===== src/hw/rtl/gsse_pkg.sv =====
// ----------------------------------------------------------------------------
// gsse_pkg: shared types and constants for the GF(2^m) share evaluator
// Field widths, register codes, controller states and the command/status
// structs that join the controller and the datapath.
// ----------------------------------------------------------------------------
package gsse_pkg;

	localparam int FIELD_BITS_DEF = 64;
	localparam int MAX_COEFFS_DEF = 16;

	localparam int COEF_W     = 64;
	localparam int PARTY_W    = 32;
	localparam int SLOT_W     = 4;
	localparam int THR_W      = 5;
	localparam int CFG_IDX_W  = 2;
	localparam int CFG_DATA_W = 64;

	localparam logic [THR_W-1:0]  THR_RESET = 5'd2;
	localparam logic [COEF_W-1:0] MOD_RESET = 64'd27;

	localparam logic ACT_WRITE = 1'b0;
	localparam logic ACT_EVAL  = 1'b1;

	typedef enum logic [CFG_IDX_W-1:0] {
		REG_THRESHOLD     = 2'd0,
		REG_FIELD_MODULUS = 2'd1
	} cfg_reg_t;

	typedef enum logic [2:0] {
		ST_INIT,
		ST_BUILD,
		ST_IDLE,
		ST_FETCH,
		ST_MAC,
		ST_DONE
	} state_t;

	typedef struct packed {
		logic init_table;
		logic shift_table;
		logic accept;
		logic fetch;
		logic mac;
		logic emit;
	} ctl_cmd_t;

	typedef struct packed {
		logic mod_wr;
		logic eval;
		logic cnt_zero;
		logic last;
	} dp_status_t;

	// Number of reduction constants x^(m+i) mod P needed so that both a full
	// product (2m-1 bits) and a raw 64-bit coefficient can be folded back.
	function automatic int pow_count(input int fb);
		int pw;
		pw = (2 * fb - 1 > COEF_W) ? 2 * fb - 1 : COEF_W;
		return pw - fb;
	endfunction

endpackage


===== src/hw/rtl/gsse_ctrl.sv =====
// ----------------------------------------------------------------------------
// gsse_ctrl: sequencer of the share evaluator
// Runs the reduction-table sweep, takes items, steps Horner over the
// coefficients and hands the result to the output register.
// ----------------------------------------------------------------------------
module gsse_ctrl import gsse_pkg::*; #(
	parameter int FIELD_BITS = FIELD_BITS_DEF
) (
	input  logic       clk,
	input  logic       arst_n,
	input  logic       in_valid,
	output logic       in_ready,
	output logic       out_valid,
	input  logic       out_ready,
	input  dp_status_t st,
	output ctl_cmd_t   cmd
);

	localparam int NPOW = pow_count(FIELD_BITS);
	localparam int BCW  = $clog2(NPOW);

	state_t         state_q, state_d;
	logic [BCW-1:0] bcnt_q, bcnt_d;
	logic           out_valid_q, out_valid_d;

	always_ff @(posedge clk or negedge arst_n) begin
		if (!arst_n) begin
			state_q     <= ST_INIT;
			bcnt_q      <= '0;
			out_valid_q <= 1'b0;
		end else begin
			state_q     <= state_d;
			bcnt_q      <= bcnt_d;
			out_valid_q <= out_valid_d;
		end
	end

	always_comb begin
		state_d     = state_q;
		bcnt_d      = bcnt_q;
		cmd         = '0;
		in_ready    = 1'b0;
		out_valid_d = out_valid_q;
		if (out_valid_q && out_ready) begin
			out_valid_d = 1'b0;
		end
		case (state_q)
			ST_INIT: begin
				cmd.init_table = 1'b1;
				bcnt_d         = '0;
				state_d        = ST_BUILD;
			end
			ST_BUILD: begin
				cmd.shift_table = 1'b1;
				bcnt_d          = bcnt_q + BCW'(1);
				if (bcnt_q == BCW'(NPOW - 1)) begin
					state_d = ST_IDLE;
				end
			end
			ST_IDLE: begin
				// hold off items while the modulus changes
				in_ready = !st.mod_wr;
				if (in_valid && !st.mod_wr) begin
					cmd.accept = 1'b1;
					if (st.eval) begin
						state_d = st.cnt_zero ? ST_DONE : ST_FETCH;
					end
				end
			end
			ST_FETCH: begin
				cmd.fetch = 1'b1;
				state_d   = ST_MAC;
			end
			ST_MAC: begin
				cmd.mac = 1'b1;
				if (st.last) begin
					state_d = ST_DONE;
				end
			end
			ST_DONE: begin
				if (!out_valid_q || out_ready) begin
					cmd.emit    = 1'b1;
					out_valid_d = 1'b1;
					state_d     = ST_IDLE;
				end
			end
			default: begin
				state_d = ST_INIT;
			end
		endcase
		// a new modulus invalidates the reduction table: rebuild it
		if (st.mod_wr) begin
			state_d = ST_INIT;
		end
	end

	assign out_valid = out_valid_q;

endmodule

===== config.mk =====
export PLATFORM = sky130hd
export DESIGN_NAME = gsse_ctrl
export DESIGN_NICKNAME = d
export VERILOG_FILES = /design/src/hw/rtl/gsse_pkg.sv /design/src/hw/rtl/gsse_ctrl.sv
export SDC_FILE = /design/constraint.sdc
export NUM_CORES = 1
export LEC_CHECK = 0
export BUFFER_PORTS_ARGS = -buffer_cell sky130_fd_sc_hd__buf_2
export CAP_MARGIN = 5
export CORE_MARGIN = 1
export CORE_UTILIZATION = 25
export CTS_BUF_LIST = sky130_fd_sc_hd__clkbuf_8
export CTS_CLUSTER_SIZE = 30
export DETAILED_ROUTE_END_ITERATION = 16
export PLACE_DENSITY = 0.51
export SETUP_SLACK_MARGIN = 0.1
export SLEW_MARGIN = 5
export SYNTH_ARGS = -nofsm -noshare
export SYNTH_HDL_FRONTEND = slang
export SYNTH_SLANG_ARGS = --single-unit

===== constraint.sdc =====
create_clock -name clk -period 3.4 [get_ports clk]
set_input_delay 0.34 -clock clk [delete_from_list [all_inputs] [get_ports clk]]
set_output_delay 0.34 -clock clk [all_outputs]
set_load 0.05 [all_outputs]

==> flow_metrics.py, run 1 <==
metrics = {
    "clocking": {
        "numCtsBuffers": 3,
        "cts-htree-levels": 1,
        "clk_path_buf_depth": 2,
        "cts-resized-gates": 0,
        "cts_root_buf": "clkbuf_8",
        "clock_latency_ps": 240,
        "cts_tree": "yes",
        "cts.clk_slew.worst_paths_ps": 50,
        "cts.sinks": 10,
    },
    "floorplanning": {
        "die_y_um": 51.8,
        "die_w_um": 51.8,
        "start_util_pct": 27.2,
        "num_rows": 17,
        "core_area_mm2": 0.00228,
        "design.die.area_mm2": 0.00268,
        "ioPinCount": 16,
    },
    "pwr": {
        "ir_drop_v": 0.000381,
        "p_switching_mw": 0.316,
        "power_density_mw_per_mm2": 850,
        "leakage_nw": 0.379,
        "total_power_mw": 0.663,
        "sequentialPowerShare_pct": 28.8,
        "p_int_mw": 0.347,
        "switching_share_pct": 47.7,
        "pwr-share-comb_pct": 48.6,
        "p_clk_share_pct": 22.5,
    },
    "setup_path": {
        "start_kind": "flop",
        "crit_arrival_ps": 1530,
        "cp_slowest_cell": "dfrtp_1",
        "setup.worst_path.class": "flop to primary output",
        "cp.depth": 4,
        "critPathMaxStageDelay_ps": 430,
        "r2r_end": "state_q[1]$_DFFE_PN0P_",
        "rr_startpoint": "bcnt_q[0]$_DFFE_PN0P_",
        "ff2ff_path_depth": 6,
        "required_ps": 3060,
        "crit_family": "simple AND/OR/NAND/NOR gates",
        "cp_cell_sequence": "and2b_2 > nor3b_2 > and2_1 > buf_2",
        "r2r_slack_ps": 1980,
        "crit_path_end_kind": "primary output",
        "crit_fanout": 7,
        "path_buf_inv": 1,
    },
    "final_layout": {
        "multiInputGateArea_um2": 339,
        "drive_gt1_share_pct": 27.6,
        "regArea_um2": 250,
        "num_antenna_cells": 0,
        "layout_common_cells": "buf_2 (15), dfrtp_1 (10), nor2_1 (9), nand2_1 (7)",
        "final_cells": 115,
        "fillCellCount": 243,
        "final_common_cell": "buf_2",
        "post-route-util_pct": 34.2,
        "area_growth_pct": 25.9,
        "final_nets": 98,
    },
    "timing": {
        "rsz0062_at_grt": "no",
        "final_max_slew_viol_count": 0,
        "fin_ws_ps": 1530,
        "period_needed_ps": 1870,
        "max_freq_ghz": 0.533,
        "max-slew-margin-rel_pct": 77.1,
        "tightest_slew_ps": 344,
        "fin_tns_setup_ps": 0,
        "skew_ps": 3.72,
        "fin_crit_sh_pct": 55.1,
        "hold_violations": 0,
        "setup_viol": 0,
    },
    "global_routing": {
        "grt_pass1_wl_um": 2220,
        "grt_util_all_layers_pct": 11.5,
        "grt_pass1_vias": 517,
        "grt_max_degree": 12,
        "antenna_found_initial": 0,
        "grt_overflow": 0,
    },
    "route": {
        "totalWireLength_um": 1290,
        "dr.pass1.iters": 4,
        "ant_nets": 0,
        "vias_per_cell": 4.77,
        "num_vias": 549,
        "drcViolationCount": 0,
        "drtIter0Drc": 9,
        "post_drt_wl_per_cell_um": 11.2,
    },
    "hold_path": {
        "min_to": "state_q[1]$_DFFE_PN0P_",
        "hold_path_depth": 3,
        "hp-start": "st[2]",
        "min_path_type": "input pin to flop",
    },
    "yosys": {
        "yosys_warnings": 0,
        "syn_nets": 79,
        "synthCells": 69,
        "ys_seq_elements": 10,
        "yosysUniqueCellTypes": 31,
        "netlist_area_um2": 619,
        "synth.avg_cell_area_um2": 8.98,
        "seq_area_frac_synth_pct": 40.4,
    },
    "status": {
        "status": "finished, final reports clean",
    },
    "place": {
        "gp_congestion": 0.820,
        "portBuffers": 15,
        "dp_hpwl_um": 989,
        "dp.cells": 110,
        "post-place-ws_ps": 1790,
    },
    "run": {
        "maxCapViolCount": 0,
    },
}
power groups by stage:
| stage | clock network [mW] | logic (mW) | registers, mW |
|---|---|---|---|
| after floorplan | 0 | 0.278 | 0.181 |
| after global placement | 0 | 0.324 | 0.191 |
| after detailed placement | 0 | 0.324 | 0.193 |
| after CTS | 0.155 | 0.326 | 0.190 |
| after global routing | 0.163 | 0.356 | 0.197 |
| final | 0.149 | 0.322 | 0.191 |
Yosys cell counts:
master	count	area [µm²]
a21o_1	1	7.51
a21oi_1	3	15.0
a221oi_2	1	15.0
a22o_1	1	8.76
a31oi_1	2	12.5
a32o_1	1	10.0
and2_1	2	12.5
and2b_2	1	8.76
and3_1	1	6.26
and4b_1	1	10.0
buf_4	2	15.0
dfrtp_1	10	250
ha_1	2	25.0
inv_1	3	11.3
inv_2	1	3.75
mux2_2	1	11.3
mux2i_1	2	20.0
nand2_1	7	26.3
nand2b_1	2	12.5
nand3_1	3	15.0
nand3b_1	1	7.51
nor2_1	9	33.8
nor3_1	1	5.00
nor3b_1	1	7.51
nor3b_2	1	12.5
o21ai_0	4	20.0
o22ai_1	1	6.26
o311ai_1	1	8.76
o31ai_1	1	7.51
or2_1	1	6.26
or2b_1	1	7.51
flip-flops by register name, indices dropped and copies added, names as in the netlist:
signal     flops
bcnt_q         6
out_valid      1
state_q        3
repair_timing:
item | 4_1_cts | 5_1_grt
buffers inserted | 0 | 0
setup endpoints to repair | 0 | 0
hold buffers | 1 | 0
endpoints found under the hold margin | 10 | 0
through the flow:
stage               hold slack (ps)  instance area (µm²)
floorplan                      44.4                  619
global placement                222                  714
detailed placement              221                  714
CTS                             405                  779
global route                    419                  779
finish                          407                  779
cell type report:
cell class,count,share of cell area (%)
Multi-Input combinational cell,53,43.5
Sequential cell,10,32.1
Timing Repair Buffer,16,10.9
Clock buffer,4,7.06
Tap cell,28,4.49
Inverter,4,1.93
kinds of logic (layout without fill, tap and decap cells):
family                     after synthesis  after routing  share of synthesized area [%]
DFF                                     10             10                           40.4
muxes                                    3              3                           5.05
buffers and inverters                    6             24                           4.85
AOI/OAI and AO/OA                       16             16                           18.0
and+or+nand+nor                         32             32                           27.7
adders and majority gates                2              2                           4.04
tightest hold or removal path: cells and delay by family:
| kind | cells | cell delay, ps |
|---|---|---|
| compound gates | 1 | 110 |
| simple gates | 1 | 70 |
| buf+inv | 1 | 90 |
layer usage:
metal / up-vias / track usage (%) / wire (µm)
met1: 251 / 15.0 / 669
met3: 2 / 4.09 / 60
met2: 16 / 16.7 / 542
met5: - / 0 / 0
met4: 0 / 5.41 / 18
li1: 280 / - / -
worst max path at each step:
stage,startpoint,to,slack (ps)
floorplan,out_valid$_DFF_PN0_,cmd[0],1140
global placement,state_q[2]$_DFFE_PN0P_,cmd[3],1820
detailed placement,state_q[2]$_DFFE_PN0P_,cmd[3],1790
CTS,state_q[2]$_DFFE_PN0P_,cmd[3],1530
global route,state_q[2]$_DFFE_PN0P_,cmd[3],1420
finish,state_q[2]$_DFFE_PN0P_,cmd[3],1530
Note: power is estimated with default switching activity, not from simulation.
==> run 2: changes to the inputs <==
Clock period 3.4 ns to 1.95 ns, I/O delays scaled along.
==> run 2 against run 1 <==
- routed wire length rose by 3.6%
- die area did not move
- global-route usage did not move
- design area rose by 1.9%
- worst setup slack got worse by 1300 ps
- critical path type unchanged
- largest cell class unchanged
==> flow_metrics.py, run 2 (synthesized netlist as in run 1, its figures left out) <==
metrics = {
    "route": {
        "post_drt_wl_per_cell_um": 11.6,
        "drtIter0Drc": 10,
        "vias_per_cell": 4.72,
        "num_vias": 543,
        "drcViolationCount": 0,
        "totalWireLength_um": 1340,
        "dr.pass1.iters": 4,
        "ant_nets": 0,
    },
    "pwr": {
        "p_int_mw": 0.613,
        "total_power_mw": 1.17,
        "p_clk_share_pct": 22.6,
        "pwr-share-comb_pct": 48.9,
        "p_switching_mw": 0.560,
        "power_density_mw_per_mm2": 1480,
        "sequentialPowerShare_pct": 28.5,
        "leakage_nw": 0.384,
        "switching_share_pct": 47.7,
        "ir_drop_v": 0.000815,
    },
    "hold_path": {
        "min_to": "state_q[1]$_DFFE_PN0P_",
        "min_path_type": "input pin to flop",
        "hp-start": "st[2]",
        "hold_path_depth": 3,
    },
    "timing": {
        "fin_crit_sh_pct": 88.3,
        "fin_tns_setup_ps": 0,
        "skew_ps": 3.61,
        "worst_hold_slack_ps": 268,
        "rsz0062_at_grt": "no",
        "period_needed_ps": 1720,
        "setup_viol": 0,
        "max-slew-margin-rel_pct": 76.4,
        "max_freq_ghz": 0.580,
        "final_max_slew_viol_count": 0,
        "hold_violations": 0,
        "fin_ws_ps": 227,
        "tightest_slew_ps": 354,
    },
    "floorplanning": {
        "core_area_mm2": 0.00228,
        "num_rows": 17,
        "die_w_um": 51.8,
        "start_util_pct": 27.2,
        "design.die.area_mm2": 0.00268,
        "die_y_um": 51.8,
        "ioPinCount": 16,
    },
    "final_layout": {
        "final_common_cell": "buf_2",
        "num_antenna_cells": 0,
        "design_area_um2": 795,
        "area_growth_pct": 28.3,
        "regMostFlops": "bcnt_q",
        "fillCellCount": 251,
        "layout_common_cells": "buf_2 (14), dfrtp_1 (10), nor2_1 (9), nand2_1 (7)",
        "final_nets": 98,
        "drive_gt1_share_pct": 29.9,
        "largest_register_ffs": 6,
    },
    "setup_path": {
        "cp_slowest_cell": "dfrtp_1",
        "rr_startpoint": "bcnt_q[0]$_DFFE_PN0P_",
        "cp_cell_sequence": "and2b_2 > nor3b_4 > and2_2 > clkbuf_4",
        "crit_fanout": 7,
        "setup.worst_path.class": "flop to primary output",
        "critPathMaxStageDelay_ps": 420,
        "crit_family": "simple AND/OR/NAND/NOR gates",
        "crit_arrival_ps": 1530,
        "r2r_end": "state_q[1]$_DFFE_PN0P_",
        "start_kind": "flop",
        "r2r_slack_ps": 540,
        "crit_path_end_kind": "primary output",
        "path_buf_inv": 1,
        "required_ps": 1750,
        "ff2ff_path_depth": 6,
    },
    "clocking": {
        "cts.sinks": 10,
        "cts_tree": "yes",
        "cts.clk_slew.worst_paths_ps": 50,
        "postCtsSetupRepairBufs": 0,
        "numCtsBuffers": 3,
        "cts_root_buf": "clkbuf_8",
        "cts-htree-levels": 1,
        "clock_latency_ps": 240,
        "clk_path_buf_depth": 2,
    },
    "run": {
        "maxCapViolCount": 0,
    },
    "place": {
        "gp_congestion": 0.881,
        "portBuffers": 15,
        "post-place-ws_ps": 460,
        "place_area_um2": 727,
    },
    "global_routing": {
        "grt_pass1_wl_um": 2240,
        "grt_pass1_vias": 487,
        "grt_max_degree": 12,
        "antenna_found_initial": 0,
        "grt_overflow": 0,
        "grt_util_all_layers_pct": 11.5,
    },
    "status": {
        "status": "finished, final reports clean",
    },
}
run 2: changes by cell type in the layout (fill, tap and decap cells not counted):
cell / before / now
clkbuf_4: 0 / 1
nor3b_4: 0 / 1
nor3b_1: 1 / 0
and2_2: 0 / 1
buf_2: 15 / 14
and2_1: 2 / 1
run 2: worst max path at each step:
| stage | end | slack [ps] | depth (start not counted) | startpoint |
|---|---|---|---|---|
| finish | cmd[3] | 230 | 4 | state_q[2]$_DFFE_PN0P_ |
| global route | cmd[3] | 120 | 4 | state_q[2]$_DFFE_PN0P_ |
| CTS | cmd[3] | 190 | 4 | state_q[2]$_DFFE_PN0P_ |
| detailed placement | cmd[3] | 460 | 4 | state_q[2]$_DFFE_PN0P_ |
| global placement | cmd[3] | 490 | 4 | state_q[2]$_DFFE_PN0P_ |
| floorplan | bcnt_q[0]$_DFFE_PN0P_ | 130 | 4 | state_q[2]$_DFFE_PN0P_ |
run 2: repair_timing:
action / 4_1_cts / 5_1_grt
hold buffers: 1 / 0
setup endpoints to repair: 0 / 1
hold endpoints to repair: 10 / 0
resized for setup: 0 / 1
run 2: cell type report:
class	count	area (µm²)	area share, %
Sequential cell	10	250	31.5
Tap cell	28	35.0	4.41
Multi-Input combinational cell	53	352	44.3
Clock buffer	4	55.1	6.93
Inverter	4	15.0	1.89
Timing Repair Buffer	16	87.6	11.0
run 2: power by group through the flow:
stage / clock network (mW) / registers, mW / logic, mW
floorplan: 0 / 0.315 / 0.500
global placement: 0 / 0.338 / 0.577
detailed placement: 0 / 0.338 / 0.574
CTS: 0.270 / 0.335 / 0.577
global route: 0.280 / 0.349 / 0.635
finish: 0.265 / 0.334 / 0.574
run 2: layer usage:
layer / routed length [µm] / GRT usage, % / share of wire, % / up-vias
met4: 10 / 2.70 / 0.75 / 0
met1: 670 / 16.0 / 50 / 245
met5: 0 / 0 / 0 / -
li1: - / - / - / 281
met3: 74 / 4.39 / 5.5 / 2
met2: 581 / 16.5 / 43 / 15
run 2: worst reg2reg max path, stage by stage (launching register included):
cell      delay [ps]
dfrtp_1          390
inv_1             90
ha_1             140
and4b_1          220
nand3_1          110
a221oi_2         290
a21o_1           110
run 2: through the flow:
| stage | utilization [%] | instances |
|---|---|---|
| floorplan | - | 69 |
| global placement | 31.9 | 110 |
| detailed placement | 31.9 | 110 |
| CTS | 34.8 | 115 |
| global route | 34.9 | 115 |
| finish | 34.9 | 115 |
